### config.mk
export PLATFORM = sky130hd
export DESIGN_NAME = mesh_packet_receive_router
export DESIGN_NICKNAME = d
export VERILOG_FILES = /design/src/mprr_pkg.sv /design/src/mesh_packet_receive_router.sv /design/src/mprr_rx_core.sv /design/src/mprr_route_table.sv
export SDC_FILE = /design/constraint.sdc
export NUM_CORES = 1
export LEC_CHECK = 0
export BUFFER_PORTS_ARGS = -buffer_cell sky130_fd_sc_hd__buf_4
export CAP_MARGIN = 20
export CORE_ASPECT_RATIO = 0.8
export CORE_MARGIN = 2
export CORE_UTILIZATION = 58
export CTS_CLUSTER_DIAMETER = 100
export DETAILED_ROUTE_END_ITERATION = 10
export PLACE_DENSITY = 0.78
export REMOVE_ABC_BUFFERS = 1
export SETUP_SLACK_MARGIN = 0.15
export SLEW_MARGIN = 30
export SYNTH_ARGS = -nofsm -noshare
export SYNTH_HDL_FRONTEND = slang
export SYNTH_SLANG_ARGS = --single-unit
### constraint.sdc
create_clock -name i_clk -period 5.2 [get_ports i_clk]
set_input_delay 0.52 -clock i_clk [delete_from_list [all_inputs] [get_ports i_clk]]
set_output_delay 0.52 -clock i_clk [all_outputs]
set_load 0.005 [all_outputs]
### src/mprr_pkg.sv
// shared constants, beat types and a helper function of the mesh packet receive router
package mprr_pkg;

    // packet layout
    localparam int PACKET_BYTES  = 32;
    localparam int PAYLOAD_BYTES = 24;
    localparam int HDR_BYTES     = 7;
    localparam int ROUTED_NODES  = 24;
    localparam int TABLE_DEPTH   = 256;

    localparam int POS_W  = $clog2(PACKET_BYTES);
    localparam int HIDX_W = $clog2(HDR_BYTES);
    localparam int K_W    = $clog2(PAYLOAD_BYTES);
    localparam int NODE_W = K_W + 1;
    localparam int TBL_AW = $clog2(TABLE_DEPTH);

    // header byte positions
    localparam logic [HIDX_W-1:0] HDR_DEST  = HIDX_W'(0);
    localparam logic [HIDX_W-1:0] HDR_GW    = HIDX_W'(1);
    localparam logic [HIDX_W-1:0] HDR_SRC   = HIDX_W'(2);
    localparam logic [HIDX_W-1:0] HDR_TTL   = HIDX_W'(3);
    localparam logic [HIDX_W-1:0] HDR_TYPE  = HIDX_W'(4);
    localparam logic [HIDX_W-1:0] HDR_FLAGS = HIDX_W'(5);
    localparam logic [HIDX_W-1:0] HDR_IDENT = HIDX_W'(6);

    // flag bits of the header flags byte
    localparam int FLAG_ACK_REQ = 0;
    localparam int FLAG_LAST    = 1;

    // verdict codes
    localparam logic [2:0] VERDICT_ADVERT   = 3'd0;
    localparam logic [2:0] VERDICT_ACCEPTED = 3'd1;
    localparam logic [2:0] VERDICT_RELAY    = 3'd2;
    localparam logic [2:0] VERDICT_WRONG_GW = 3'd3;
    localparam logic [2:0] VERDICT_CKS_BAD  = 3'd4;
    localparam logic [2:0] VERDICT_TTL_ZERO = 3'd5;
    localparam logic [2:0] VERDICT_ACK      = 3'd6;
    localparam logic [2:0] VERDICT_UNKNOWN  = 3'd7;

    // configuration register indexes
    localparam logic [1:0] CFG_OWN_ADDRESS    = 2'd0;
    localparam logic [1:0] CFG_DATA_TYPE_CODE = 2'd1;
    localparam logic [1:0] CFG_ADV_TYPE_CODE  = 2'd2;
    localparam logic [1:0] CFG_ACK_TYPE_CODE  = 2'd3;

    typedef struct packed {
        logic [7:0] rx_byte;
        logic       packet_start;
    } t_in_beat;

    typedef struct packed {
        logic [2:0] verdict;
        logic [7:0] source_node;
        logic [7:0] dest_node;
        logic [7:0] hop_limit;
        logic [7:0] packet_ident;
        logic       ack_required;
        logic       last_in_stream;
        logic [7:0] computed_sum;
    } t_out_beat;

    typedef struct packed {
        logic [7:0] own_address;
        logic [7:0] data_type_code;
        logic [7:0] advert_type_code;
        logic [7:0] ack_type_code;
    } t_cfg;

    // strobes from the receive core to the routing tables
    typedef struct packed {
        logic           pay_adv;    // payload beat of an advert taken this cycle
        logic           first_pay;  // it is the first payload byte
        logic [K_W-1:0] pay_idx;    // payload byte index
        logic           byte_nz;    // payload byte is nonzero
        logic           cnt_inc;    // checksum beat of an advert taken this cycle
        logic [7:0]     src;        // source address of the current packet
    } t_tbl_ctl;

    // number of set bits in a byte
    function automatic logic [3:0] popcount8(input logic [7:0] v);
        logic [3:0] c;
        c = '0;
        for (int b = 0; b < 8; b++) begin
            c = c + 4'(v[b]);
        end
        return c;
    endfunction

endpackage

### src/mesh_packet_receive_router.sv
// Mesh packet receive router: takes one packet byte per beat and gives one verdict beat per
// 32-byte packet (7 header bytes, 24 payload bytes, checksum). A byte is accepted every cycle
// while the result register can drain; a result is set by the input register and the result
// register around one pass of logic after its checksum byte is accepted. Adverts update the
// next-hop and advert count tables, node updates through a pending register. Only the count
// table starts cleared after reset, by its valid bits with no clearing sweep. packet_start
// resyncs to byte zero, and a packet may also follow the checksum byte directly.
// Configuration writes take effect at once and are meant for idle periods only.
module mesh_packet_receive_router
    import mprr_pkg::*;
(
    input  logic       i_clk,
    input  logic       i_rst_n,
    input  logic       i_in_valid,
    output logic       o_in_ready,
    input  t_in_beat   i_in_data,
    output logic       o_out_valid,
    input  logic       i_out_ready,
    output t_out_beat  o_out_data,
    input  logic       i_cfg_we,
    input  logic [1:0] i_cfg_idx,
    input  logic [7:0] i_cfg_wdata
);

    t_cfg     r_cfg;
    t_tbl_ctl tbl_ctl;

    // configuration registers
    always_ff @(posedge i_clk) begin
        if (!i_rst_n) begin
            r_cfg.own_address      <= 8'd1;
            r_cfg.data_type_code   <= 8'd0;
            r_cfg.advert_type_code <= 8'd1;
            r_cfg.ack_type_code    <= 8'd2;
        end else if (i_cfg_we) begin
            unique case (i_cfg_idx)
                CFG_OWN_ADDRESS:    r_cfg.own_address      <= i_cfg_wdata;
                CFG_DATA_TYPE_CODE: r_cfg.data_type_code   <= i_cfg_wdata;
                CFG_ADV_TYPE_CODE:  r_cfg.advert_type_code <= i_cfg_wdata;
                CFG_ACK_TYPE_CODE:  r_cfg.ack_type_code    <= i_cfg_wdata;
            endcase
        end
    end

    mprr_rx_core u_core (
        .i_clk       (i_clk),
        .i_rst_n     (i_rst_n),
        .i_cfg       (r_cfg),
        .i_in_valid  (i_in_valid),
        .o_in_ready  (o_in_ready),
        .i_in_data   (i_in_data),
        .o_out_valid (o_out_valid),
        .i_out_ready (i_out_ready),
        .o_out_data  (o_out_data),
        .o_tbl_ctl   (tbl_ctl)
    );

    mprr_route_table u_table (
        .i_clk         (i_clk),
        .i_rst_n       (i_rst_n),
        .i_own_address (r_cfg.own_address),
        .i_ctl         (tbl_ctl)
    );

endmodule

### src/mprr_rx_core.sv
// receive core: input register, byte position, header capture, checksum sum, verdict register
module mprr_rx_core
    import mprr_pkg::*;
(
    input  logic      i_clk,
    input  logic      i_rst_n,
    input  t_cfg      i_cfg,
    input  logic      i_in_valid,
    output logic      o_in_ready,
    input  t_in_beat  i_in_data,
    output logic      o_out_valid,
    input  logic      i_out_ready,
    output t_out_beat o_out_data,
    output t_tbl_ctl  o_tbl_ctl
);

    logic             r_in_valid;
    t_in_beat         r_in;
    logic [POS_W-1:0] r_pos;
    logic [7:0]       r_hdr [HDR_BYTES];
    logic [7:0]       r_sum;
    logic             r_out_valid;
    t_out_beat        r_out;

    logic [POS_W-1:0] cur_pos;
    logic             is_hdr;
    logic             is_pay;
    logic             is_cks;
    logic             is_adv;
    logic             advance;
    logic [7:0]       sum_next;
    logic [2:0]       verdict;
    t_out_beat        n_out;

    // position of the held beat, resynced by packet start
    assign cur_pos = r_in.packet_start ? '0 : r_pos;
    assign is_hdr  = cur_pos < POS_W'(HDR_BYTES);
    assign is_pay  = !is_hdr && (cur_pos < POS_W'(HDR_BYTES + PAYLOAD_BYTES));
    assign is_cks  = cur_pos == POS_W'(PACKET_BYTES - 1);
    assign is_adv  = r_hdr[HDR_TYPE] == i_cfg.advert_type_code;

    // only the checksum beat needs room in the result register
    assign advance    = r_in_valid && (!is_cks || !r_out_valid || i_out_ready);
    assign o_in_ready = !r_in_valid || advance;

    assign sum_next = r_sum + 8'(popcount8(r_in.rx_byte));

    // verdict, advert code first, then data, then ack
    always_comb begin
        priority if (is_adv) begin
            verdict = VERDICT_ADVERT;
        end else if (r_hdr[HDR_TYPE] == i_cfg.data_type_code) begin
            priority if (r_hdr[HDR_DEST] == i_cfg.own_address) begin
                verdict = (r_in.rx_byte == r_sum) ? VERDICT_ACCEPTED : VERDICT_CKS_BAD;
            end else if (r_hdr[HDR_GW] == i_cfg.own_address) begin
                verdict = (r_hdr[HDR_TTL] == 8'd0) ? VERDICT_TTL_ZERO : VERDICT_RELAY;
            end else begin
                verdict = VERDICT_WRONG_GW;
            end
        end else if (r_hdr[HDR_TYPE] == i_cfg.ack_type_code) begin
            verdict = VERDICT_ACK;
        end else begin
            verdict = VERDICT_UNKNOWN;
        end
    end

    // result beat
    always_comb begin
        n_out.verdict        = verdict;
        n_out.source_node    = r_hdr[HDR_SRC];
        n_out.dest_node      = r_hdr[HDR_DEST];
        n_out.hop_limit      = r_hdr[HDR_TTL];
        n_out.packet_ident   = r_hdr[HDR_IDENT];
        n_out.ack_required   = r_hdr[HDR_FLAGS][FLAG_ACK_REQ];
        n_out.last_in_stream = r_hdr[HDR_FLAGS][FLAG_LAST];
        n_out.computed_sum   = r_sum;
    end

    // control state
    always_ff @(posedge i_clk) begin
        if (!i_rst_n) begin
            r_in_valid  <= 1'b0;
            r_pos       <= '0;
            r_sum       <= '0;
            r_out_valid <= 1'b0;
        end else begin
            if (o_in_ready) begin
                r_in_valid <= i_in_valid;
            end
            if (advance) begin
                r_pos <= is_cks ? '0 : cur_pos + POS_W'(1);
                if (cur_pos == '0) begin
                    r_sum <= '0;
                end else if (is_pay) begin
                    r_sum <= sum_next;
                end
            end
            if (advance && is_cks) begin
                r_out_valid <= 1'b1;
            end else if (i_out_ready) begin
                r_out_valid <= 1'b0;
            end
        end
    end

    // payload registers
    always_ff @(posedge i_clk) begin
        if (i_in_valid && o_in_ready) begin
            r_in <= i_in_data;
        end
        if (advance && is_hdr) begin
            r_hdr[cur_pos[HIDX_W-1:0]] <= r_in.rx_byte;
        end
        if (advance && is_cks) begin
            r_out <= n_out;
        end
    end

    // table strobes
    always_comb begin
        o_tbl_ctl.pay_adv   = advance && is_pay && is_adv;
        o_tbl_ctl.pay_idx   = K_W'(cur_pos - POS_W'(HDR_BYTES));
        o_tbl_ctl.first_pay = cur_pos == POS_W'(HDR_BYTES);
        o_tbl_ctl.byte_nz   = |r_in.rx_byte;
        o_tbl_ctl.cnt_inc   = advance && is_cks && is_adv;
        o_tbl_ctl.src       = r_hdr[HDR_SRC];
    end

    assign o_out_valid = r_out_valid;
    assign o_out_data  = r_out;

endmodule

### src/mprr_route_table.sv
// routing tables: per-node next hop and per-source advert counts
module mprr_route_table
    import mprr_pkg::*;
(
    input  logic       i_clk,
    input  logic       i_rst_n,
    input  logic [7:0] i_own_address,
    input  t_tbl_ctl   i_ctl
);

    logic [7:0]              r_nh_mem  [TABLE_DEPTH];
    logic [7:0]              r_cnt_mem [TABLE_DEPTH];
    logic [TABLE_DEPTH-1:0]  r_cnt_vld;
    logic [7:0]              r_cnt_rd;
    logic                    r_cnt_rd_vld;
    logic [ROUTED_NODES-1:0] r_self;
    logic [ROUTED_NODES-1:0] n_self;
    logic                    r_pend_valid;
    logic [TBL_AW-1:0]       r_pend_addr;
    logic [7:0]              r_pend_data;

    logic [NODE_W-1:0] node;
    logic [TBL_AW-1:0] src_addr;
    logic              src_in_range;
    logic              self_hit;
    logic              node_ok;
    logic              src_wr;

    assign node         = NODE_W'(i_ctl.pay_idx) + NODE_W'(1);
    assign src_addr     = TBL_AW'(i_ctl.src);
    assign src_in_range = {1'b0, i_ctl.src} < 9'(TABLE_DEPTH);
    assign src_wr       = i_ctl.pay_adv && i_ctl.first_pay && src_in_range;

    // r_self mirrors next_hop[i+1] == i+1 for the routed nodes
    always_comb begin
        self_hit = 1'b0;
        for (int i = 0; i < ROUTED_NODES; i++) begin
            if (i_ctl.pay_idx == K_W'(i)) begin
                self_hit = self_hit | r_self[i];
            end
        end
    end

    assign node_ok = (node <= NODE_W'(ROUTED_NODES)) && (9'(node) < 9'(TABLE_DEPTH))
                   && (8'(node) != i_own_address) && (8'(node) != i_ctl.src)
                   && !self_hit && i_ctl.byte_nz;

    // self-route flags follow every table write
    always_comb begin
        n_self = r_self;
        if (src_wr) begin
            for (int i = 0; i < ROUTED_NODES; i++) begin
                if (i_ctl.src == 8'(i + 1)) begin
                    n_self[i] = 1'b1;
                end
            end
        end
        if (i_ctl.pay_adv && node_ok) begin
            for (int i = 0; i < ROUTED_NODES; i++) begin
                if (i_ctl.pay_idx == K_W'(i)) begin
                    n_self[i] = 1'b0;
                end
            end
        end
    end

    // control state
    always_ff @(posedge i_clk) begin
        if (!i_rst_n) begin
            r_self       <= '0;
            r_pend_valid <= 1'b0;
            r_cnt_vld    <= '0;
            r_cnt_rd_vld <= 1'b0;
        end else begin
            r_self       <= n_self;
            r_pend_valid <= i_ctl.pay_adv && node_ok;
            r_cnt_rd_vld <= r_cnt_vld[src_addr];
            if (i_ctl.cnt_inc && src_in_range) begin
                r_cnt_vld[src_addr] <= 1'b1;
            end
        end
    end

    // node updates go out through the pending registers so the source write keeps the port
    always_ff @(posedge i_clk) begin
        r_pend_addr <= TBL_AW'(node);
        r_pend_data <= i_ctl.src;
    end

    // next-hop memory, one write port
    always_ff @(posedge i_clk) begin
        if (src_wr) begin
            r_nh_mem[src_addr] <= i_ctl.src;
        end else if (r_pend_valid) begin
            r_nh_mem[r_pend_addr] <= r_pend_data;
        end
    end

    // advert count memory, read each cycle at the source, bumped on the checksum beat
    always_ff @(posedge i_clk) begin
        r_cnt_rd <= r_cnt_mem[src_addr];
        if (i_ctl.cnt_inc && src_in_range) begin
            r_cnt_mem[src_addr] <= (r_cnt_rd_vld ? r_cnt_rd : 8'd0) + 8'd1;
        end
    end

endmodule

==> results of run 1 <==
cell type report:
class,count,area (sq um),area share
clock buffers,18,429,0.0582
clock inverters,14,163,0.0221
inverters,20,75.1,0.0102
multi-input cells,267,1900,0.257
flip-flops and latches,151,4060,0.551
well taps,140,175,0.0238
repair buffers,76,571,0.0774
cells by family after synthesis:
logic type,Yosys count,synth area share
AOI/OAI and AO/OA,55,0.0649
DFF,151,0.667
and+or+nand+nor,130,0.108
buffers and inverters,34,0.0240
xor gates and xnor gates,51,0.0733
muxes,16,0.0263
adders and majority gates,15,0.0369
final timing paths:
kind | from | end | slack, ns | depth (start not counted)
setup reg to reg | u_core.r_in[1]$_DFFE_PP_ | u_core.r_sum[5]$_SDFFE_PN0P_ | 0.91 | 13
setup / recovery | u_core.r_in[1]$_DFFE_PP_ | u_core.r_sum[5]$_SDFFE_PN0P_ | 0.91 | 13
hold reg to reg | u_core.r_hdr[2][7]$_DFFE_PP_ | u_core.o_out_data[41]$_DFFE_PP_ | 0.42 | 0
hold / removal | i_in_data[7] | u_core.r_in[7]$_DFFE_PP_ | 0.28 | 1
cell usage in the layout, fill, tap and decap left out, drive strengths merged, types with 4 or more instances in the layout:
cell type / netlist / routed
nand3: 6 / 6
nor2b: 13 / 13
nor4: 13 / 13
clkbuf: 9 / 18
o21ai: 7 / 7
inv: 20 / 27
fa: 5 / 5
buf: 5 / 76
nand2: 47 / 47
a211o: 4 / 4
dfxtp: 47 / 47
and3: 6 / 6
a21oi: 21 / 21
nor2: 18 / 18
ha: 10 / 10
edfxtp: 104 / 104
xor2: 25 / 25
xnor2: 26 / 26
nor3: 5 / 5
mux2i: 16 / 16
clkinv: 0 / 4
nand4: 6 / 6
sequential cells by signal, indices dropped and copies added, names as in the netlist:
name / count
u_core.r_hdr: 50
r_cfg: 32
u_core.r_sum: 8
u_core.r_in: 9
u_core.r_in_valid: 1
u_core.o_out_data: 45
u_core.o_out_valid: 1
u_core.r_pos: 5
stage by stage:
step | cells | hold WS (ns) | power, W
after floorplan | 438 | 0.400 | 0.00145
final | 686 | 0.275 | 0.00272
after CTS | 686 | 0.271 | 0.00273
after global placement | 654 | 0.404 | 0.00150
after detailed placement | 654 | 0.405 | 0.00151
after global routing | 686 | 0.266 | 0.00279
worst max-delay path, stage by stage, from the launching register on:
cell and delay [ns]:
edfxtp_1 0.54, ha_1 0.34, inv_1 0.04, fa_1 0.49
fa_1 0.42, fa_1 0.42, fa_1 0.55, inv_1 0.07
ha_1 0.30, a211oi_1 0.23, nor2_1 0.11, o21ai_0 0.28
nor3_1 0.09, a211o_1 0.27
per-layer routing:
metal	up-vias	share of wire
met4	0	0.012
met2	146	0.50
met5	-	0
li1	1786	-
met3	14	0.068
met1	1867	0.42
power groups by stage:
stage          clock, W  sequential (W)  combinational [W]
6_report        0.00122         0.00133           0.000162
5_1_grt         0.00128         0.00134           0.000181
4_1_cts         0.00123         0.00133           0.000161
3_5_place_dp          0         0.00136           0.000155
3_3_place_gp          0         0.00136           0.000145
2_1_floorplan         0         0.00135           0.000107
==> flow_metrics.py, run 1 <==
metrics = {
    "synthesis": {
        "ys_types": 51,
        "synth_top_area_cell": "edfxtp_1",
        "netlist_top_cells_area": "edfxtp_1, dfxtp_1, xnor2_1",
        "synth_async_sr_flop_share": 0,
        "synthFlopType": "edfxtp_1",
        "synth_commonest_cells": "edfxtp_1, dfxtp_1, nand2_1",
        "synth-edff-count": 104,
        "synth_top_area_frac": 0.512,
        "synth_most_common_cell": "edfxtp_1",
        "syn_area_sq_um": 6100,
        "synthCells": 452,
        "seq_area_frac_synth": 0.667,
        "syn_avg_cell_area_sq_um": 13.5,
        "yosys_warnings": 0,
        "ys_seq_elements": 151,
    },
    "clocking": {
        "cts_tree": "built",
        "clockBufferDepth": 2,
        "clkTransAtPathRegs_ns": 0.06,
        "clockRootBuffer": "clkbuf_16",
        "cts_max_level": 4,
        "ctsResizeCount": 0,
        "post_cts_buffers": 0,
        "clock-sinks": 151,
        "clock_latency_ns": 0.42,
        "hold_buffers": 0,
        "numCtsBuffers": 17,
    },
    "pwr": {
        "switchingPower_w": 0.000620,
        "swShare": 0.228,
        "power.leakage_nw": 2.78,
        "share_seq_of_total_power": 0.491,
        "clockPowerShare": 0.449,
        "pwr_density_cell_nw_per_um2": 368,
        "p_int_w": 0.00210,
        "ir_drop_uv": 239,
        "combPwrFrac": 0.060,
    },
    "place": {
        "place.gp.congestion": 0.842,
        "pre_cts_ws_ns": 1.02,
        "placed_cell_area_sq_um": 6770,
        "io_buffer_count": 70,
        "dpl.hpwl_microns": 8740,
    },
    "die": {
        "dieArea_sq_um": 11400,
        "start_util": 0.595,
        "fp.coreArea_sq_um": 10200,
        "row_count": 33,
        "die_y_microns": 95.7,
        "ios": 71,
        "fp.dieW_microns": 119,
    },
    "run": {
        "drv_cap": 0,
    },
    "timing": {
        "fin_ws_ns": 0.914,
        "setup_viol": 0,
        "slew_violations": 0,
        "tns_ns": 0,
        "grt_setup_unrepaired": "false",
        "worst_clock_skew_ns": 0.0129,
        "period_minus_slack_ns": 4.29,
        "max_freq_ghz": 0.233,
        "tightest_slew_ns": 0.753,
        "final-hold-violation-count": 0,
        "max_slew_margin": 0.496,
        "finalCritPeriodShare": 0.824,
    },
    "worst_setup_path": {
        "crit_type": "reg2reg",
        "cp.arrival_ns": 4.59,
        "critical_path.endpoint_type": "flop",
        "crit_fanout": 9,
        "startpoint_type": "flop",
        "cp.required_ns": 5.50,
    },
    "drt": {
        "vias": 3813,
        "drt_pass1_iterations": 4,
        "wirelength_microns": 12800,
        "wl_per_cell_microns": 18.6,
        "drt_iter0_markers": 409,
        "drc": 0,
        "routed_via_density": 5.56,
        "antenna_left": 0,
    },
    "finish": {
        "layout.nets": 572,
        "fin_area_sq_um": 7370,
        "diodes": 0,
        "drive_above_1_share": 0.214,
        "areaGrowthSynthToFinish_pct": 20.9,
        "fillers": 678,
        "final_core_util": 0.720,
    },
    "global_routing": {
        "grt_usage": 0.240,
        "gr-usage-met3": 0.0622,
        "use_met2": 0.400,
        "grt_pass1_vias": 3831,
        "grt_antenna_before_repair": 0,
        "grt_overflow": 0,
        "busiest_layer": "met2",
        "grt_pass1_wl_microns": 20200,
        "grt_max_degree": 46,
        "use_met1": 0.309,
    },
    "outcome": {
        "outcome": "completed",
    },
    "hold_path": {
        "worstHoldPathType": "in2reg",
    },
}
No activity file was read; power rests on OpenSTA's default activity.
==> run 2, diff against run 1 <==
Clock period 5.2 ns to 4.5 ns, I/O delays scaled along.
==> run 2 against run 1 <==
Critical path depth down 1; sequential share of layout area down 0.42 points; clock skew down 0.0065 ns; setup slack worse by 0.47 ns; global-route usage up 0.30 points; cell area up 0.76%; critical endpoint is now u_core.r_sum[4]$_SDFFE_PN0P_; combinational power up 16%; first-iteration DRC count down 24%.
==> flow_metrics.py, run 2 (synthesized netlist as in run 1, its figures left out) <==
metrics = {
    "place": {
        "dpl.hpwl_microns": 8830,
        "place.gp.congestion": 0.833,
        "io_buffer_count": 70,
        "place_inst": 654,
    },
    "timing": {
        "period_minus_slack_ns": 4.05,
        "tightest_slew_ns": 0.720,
        "final-hold-violation-count": 0,
        "max_freq_ghz": 0.247,
        "slew_violations": 0,
        "setup_viol": 0,
        "tns_ns": 0,
        "max_slew_margin": 0.518,
        "worst_clock_skew_ns": 0.00649,
        "finalCritPeriodShare": 0.901,
        "grt_setup_unrepaired": "false",
    },
    "global_routing": {
        "grt_pass1_vias": 3912,
        "grt_pass1_wl_microns": 20500,
        "grt_antenna_before_repair": 0,
        "grt_overflow": 0,
        "grt_usage": 0.243,
        "grt_max_degree": 46,
    },
    "clocking": {
        "hold_buffers": 0,
        "clock-sinks": 151,
        "cts_max_level": 4,
        "clockBufferDepth": 2,
        "numCtsBuffers": 17,
        "clock_latency_ns": 0.41,
        "post_cts_buffers": 0,
        "ctsResizeCount": 0,
        "cts_tree": "built",
        "clockRootBuffer": "clkbuf_16",
        "clkTransAtPathRegs_ns": 0.06,
    },
    "finish": {
        "seqCellArea_sq_um": 4060,
        "layout_common_cells": "edfxtp_1, buf_4, nand2_1, dfxtp_1, xnor2_1",
        "multi_input_area_sq_um": 1900,
        "layout.nets": 575,
        "largest_register_ffs": 50,
        "drive_above_1_share": 0.220,
        "final_common_cell": "edfxtp_1",
        "final_cells": 689,
        "areaGrowthSynthToFinish_pct": 21.8,
        "fillers": 685,
        "diodes": 0,
    },
    "drt": {
        "routed_via_density": 5.57,
        "wirelength_microns": 13000,
        "drc": 0,
        "vias": 3839,
        "drt_pass1_iterations": 5,
        "antenna_left": 0,
        "wl_per_cell_microns": 18.8,
        "drt_iter0_markers": 312,
    },
    "die": {
        "die_y_microns": 95.7,
        "row_count": 33,
        "dieArea_sq_um": 11400,
        "ios": 71,
        "fp.coreArea_sq_um": 10200,
        "start_util": 0.595,
        "fp.dieW_microns": 119,
    },
    "pwr": {
        "ir_drop_uv": 258,
        "pwr_density_cell_nw_per_um2": 432,
        "power.leakage_nw": 2.80,
    },
    "outcome": {
        "outcome": "completed",
    },
    "worst_setup_path": {
        "crit_fanout": 4,
        "crit_type": "reg2reg",
        "cp.arrival_ns": 4.38,
        "critical_path.endpoint_type": "flop",
        "startpoint_type": "flop",
        "cp.required_ns": 4.83,
    },
    "hold_path": {
        "worstHoldPathType": "in2reg",
    },
    "run": {
        "drv_cap": 0,
    },
}
-- run 2: cell count changes in the layout (fill, tap and decap cells not counted), moves of 2 or more --
cell and change:
clkinvlp_4 +2, inv_8 -3, buf_4 +3, bufinv_16 +2
-- run 2: worst max-delay path, stage by stage, from the launching register on --
cell,delay [ns]
edfxtp_1,0.43
ha_1,0.30
inv_1,0.04
fa_1,0.49
fa_1,0.43
fa_1,0.42
fa_1,0.50
fa_1,0.46
nor2b_1,0.16
o21a_1,0.16
o21ai_2,0.06
or3_1,0.32
a31oi_1,0.19
-- run 2: final cells by class --
| cell class | count | area share |
|---|---|---|
| timing repair buffer | 79 | 0.0798 |
| multi-input combinational | 267 | 0.255 |
| inverter | 20 | 0.0101 |
| clock buffer | 18 | 0.0578 |
| clock inverter | 14 | 0.0264 |
| tap | 140 | 0.0236 |
| sequential | 151 | 0.547 |
-- run 2: where the power goes --
| part | total (W) | leakage (nW) | internal [W] | switching [W] |
|---|---|---|---|---|
| Clock | 0.00149 | 0.297 | 0.000932 | 0.000553 |
| Combinational | 0.000188 | 1.19 | 0.0000865 | 0.000102 |
| Sequential | 0.00154 | 1.32 | 0.00151 | 0.0000325 |
| Total | 0.00321 | 2.80 | 0.00252 | 0.000687 |
-- run 2: stage by stage --
stage | setup WS (ns) | area (sq um) | utilization | total power [W] | hold slack [ns]
detailed placement | 0.334 | 6770 | 0.661 | 0.00175 | 0.405
CTS | 0.311 | 7400 | 0.723 | 0.00322 | 0.202
global placement | 0.473 | 6770 | 0.661 | 0.00174 | 0.404
global route | 0.219 | 7430 | 0.725 | 0.00331 | 0.201
floorplan | 0.622 | 6030 | - | 0.00168 | 0.400
finish | 0.447 | 7430 | 0.725 | 0.00321 | 0.215
-- run 2: path summary, 6_finish.rpt --
| kind | cells after the start | start | slack [ns] | to |
|---|---|---|---|---|
| worst max-delay path | 12 | u_core.r_in[1]$_DFFE_PP_ | 0.45 | u_core.r_sum[4]$_SDFFE_PN0P_ |
| worst min-delay path | 1 | i_in_data[8] | 0.22 | u_core.r_in[8]$_DFFE_PP_ |
| worst max register to register | 12 | u_core.r_in[1]$_DFFE_PP_ | 0.45 | u_core.r_sum[4]$_SDFFE_PN0P_ |
| worst min register to register | 0 | u_core.r_hdr[2][7]$_DFFE_PP_ | 0.42 | u_core.o_out_data[41]$_DFFE_PP_ |
-- run 2: routing by layer --
metal / part of all wire / GRT usage
met5: 0 / 0
met4: 0.020 / 0.0972
met3: 0.066 / 0.0628
met2: 0.50 / 0.410
met1: 0.42 / 0.305
==> run 3, diff against run 2 <==
Settings changed: ABC_AREA from default to 1, CTS_CLUSTER_SIZE from default to 25.
==> run 3 against run 2 <==
Clock skew rose by 0.0015 ns; clock-buffer cell count up 1; sequential power about the same; setup slack improved by 0.054 ns; largest power group unchanged; critical path type unchanged; global-route usage is 0.94 points lower; critical endpoint is now u_core.r_sum[3]$_SDFFE_PN0P_; hold slack worse by 0.0067 ns; non-clock buffer count shrank 4; critical path depth rose by 2; routed wire length is 0.93% higher.
==> flow_metrics.py, run 3 <==
metrics = {
    "outcome": {
        "outcome": "completed",
    },
    "worst_setup_path": {
        "cp.required_ns": 4.84,
        "cp.arrival_ns": 4.33,
        "reg2reg_depth": 14,
        "crit_type": "reg2reg",
        "startpoint_type": "flop",
        "crit_path_top_delay_cell": "edfxtp_1",
        "cpLargestDelayFamily": "adder cells",
        "cpMostUsedCell": "fa_1",
        "cp.buffers_inverters": 1,
        "path_depth": 14,
        "crit_chain": "ha_1 > inv_1 > fa_1 > fa_1 > fa_1 > fa_1 > xnor2_1 > ha_1 > or2_2 > nand3_1 > nand2_1 > nor2_1 > nand3_1 > a21oi_1",
        "crit_fanout": 9,
        "critical_path.endpoint_type": "flop",
        "max_stage_delay_ns": 0.52,
    },
    "place": {
        "dpl.hpwl_microns": 9260,
        "io_buffer_count": 70,
        "placed_cell_area_sq_um": 7090,
        "place.gp.congestion": 0.887,
    },
    "finish": {
        "areaGrowthSynthToFinish_pct": 19.8,
        "final_core_util": 0.708,
        "final_common_cell": "nand2_1",
        "drive_above_1_share": 0.176,
        "largest_register_ffs": 50,
        "layout.nets": 743,
        "layout_common_cells": "nand2_1, edfxtp_1, inv_1",
        "diodes": 0,
        "fin_area_sq_um": 7640,
    },
    "die": {
        "die_y_microns": 97.8,
        "row_count": 34,
        "ios": 71,
        "fp.dieW_microns": 121,
        "start_util": 0.591,
        "fp.coreArea_sq_um": 10800,
        "dieArea_sq_um": 11900,
    },
    "synthesis": {
        "syn_area_sq_um": 6380,
        "synthCells": 618,
        "yosys_warnings": 0,
        "synth_top_area_frac": 0.489,
        "netlist_top_cells_area": "edfxtp_1, dfxtp_1, nand2_1",
        "synthFlopType": "edfxtp_1",
        "synth-edff-count": 104,
        "synth_commonest_cells": "nand2_1, edfxtp_1, inv_1",
        "ys_types": 29,
        "synth_top_area_cell": "edfxtp_1",
        "ys_seq_elements": 151,
        "synth_async_sr_flop_share": 0,
        "synth_most_common_cell": "nand2_1",
        "syn_avg_cell_area_sq_um": 10.3,
        "seq_area_frac_synth": 0.637,
    },
    "clocking": {
        "cts_max_level": 4,
        "clock-sinks": 151,
        "ctsResizeCount": 0,
        "numCtsBuffers": 17,
        "clockBufferDepth": 2,
        "hold_buffers": 0,
        "clockRootBuffer": "clkbuf_16",
        "clkTransAtPathRegs_ns": 0.06,
        "post_cts_buffers": 0,
        "cts_tree": "built",
        "clock_latency_ns": 0.42,
    },
    "timing": {
        "tightest_slew_ns": 0.748,
        "tns_ns": 0,
        "setup_viol": 0,
        "period_minus_slack_ns": 4.00,
        "slew_violations": 0,
        "max_slew_margin": 0.500,
        "hold_ws_ns": 0.209,
        "final-hold-violation-count": 0,
        "grt_setup_unrepaired": "false",
        "max_freq_ghz": 0.250,
        "finalCritPeriodShare": 0.889,
        "worst_clock_skew_ns": 0.00801,
    },
    "drt": {
        "antenna_left": 0,
        "drc": 0,
        "drt_iter0_markers": 360,
        "routed_via_density": 5.23,
        "wl_per_cell_microns": 15.2,
        "drt_pass1_iterations": 5,
        "wirelength_microns": 13100,
        "vias": 4506,
    },
    "global_routing": {
        "grt_overflow": 0,
        "grt_pass1_vias": 4412,
        "grt_pass1_wl_microns": 21200,
        "grt_antenna_before_repair": 0,
        "grt_usage": 0.234,
        "grt_max_degree": 39,
    },
    "pwr": {
        "pwr_density_cell_nw_per_um2": 405,
        "power.leakage_nw": 3.16,
        "ir_drop_uv": 300,
        "power_w": 0.00310,
    },
    "run": {
        "drv_cap": 0,
    },
    "hold_path": {
        "worstHoldPathType": "in2reg",
        "whs_path_depth": 1,
    },
}
-- run 3: changes by cell type after synthesis, moves of 13 or more --
cell / change
nand2_1: +82
inv_1: +62
nor2_1: +59
o21ai_0: +29
mux2i_1: -16
nor2b_1: -13
nor4_1: -13
-- run 3: per-layer routing --
metal  share of wire  global-route usage  vias to the layer above
li1                -                   -                     2191
met1            0.43               0.305                     2136
met2            0.50               0.387                      161
met3           0.059              0.0584                       18
met4           0.011              0.0743                        0
met5               0                   0                        -
-- run 3: worst paths after layout --
path,start,endpoint,slack (ns)
max reg2reg,u_core.r_in[1]$_DFFE_PP_,u_core.r_sum[3]$_SDFFE_PN0P_,0.50
min,i_in_data[0],u_core.r_in[0]$_DFFE_PP_,0.21
max,u_core.r_in[1]$_DFFE_PP_,u_core.r_sum[3]$_SDFFE_PN0P_,0.50
min reg2reg,u_core.r_hdr[2][0]$_DFFE_PP_,u_core.o_out_data[34]$_DFFE_PP_,0.42
-- run 3: through the flow --
stage          setup slack [ns]  instances
4_1_cts                   0.506        861
3_5_place_dp              0.525        829
5_1_grt                   0.247        861
3_3_place_gp              0.631        829
6_report                  0.501        861
2_1_floorplan             0.764        610
-- run 3: cell families after synthesis --
family                     share of synthesized area
AOI/OAI and AO/OA                             0.0561
DFF                                            0.637
and+or+nand+nor                                0.173
xor gates and xnor gates                      0.0439
buffers and inverters                         0.0553
adders and majority gates                     0.0353
-- run 3: layout make-up --
type	count	area, sq um
tap	144	180
timing repair buffer	75	563
fill	790	3160
multi-input combinational	374	1970
clock buffer	19	433
clock inverter	13	119
inverter	85	319
sequential	151	4060
-- run 3: power breakdown --
part | internal [W] | leakage [nW] | switching (W)
logic | 0.0000928 | 1.56 | 0.000135
clock network | 0.000765 | 0.263 | 0.000551
registers | 0.00151 | 1.34 | 0.0000368
total | 0.00237 | 3.16 | 0.000723
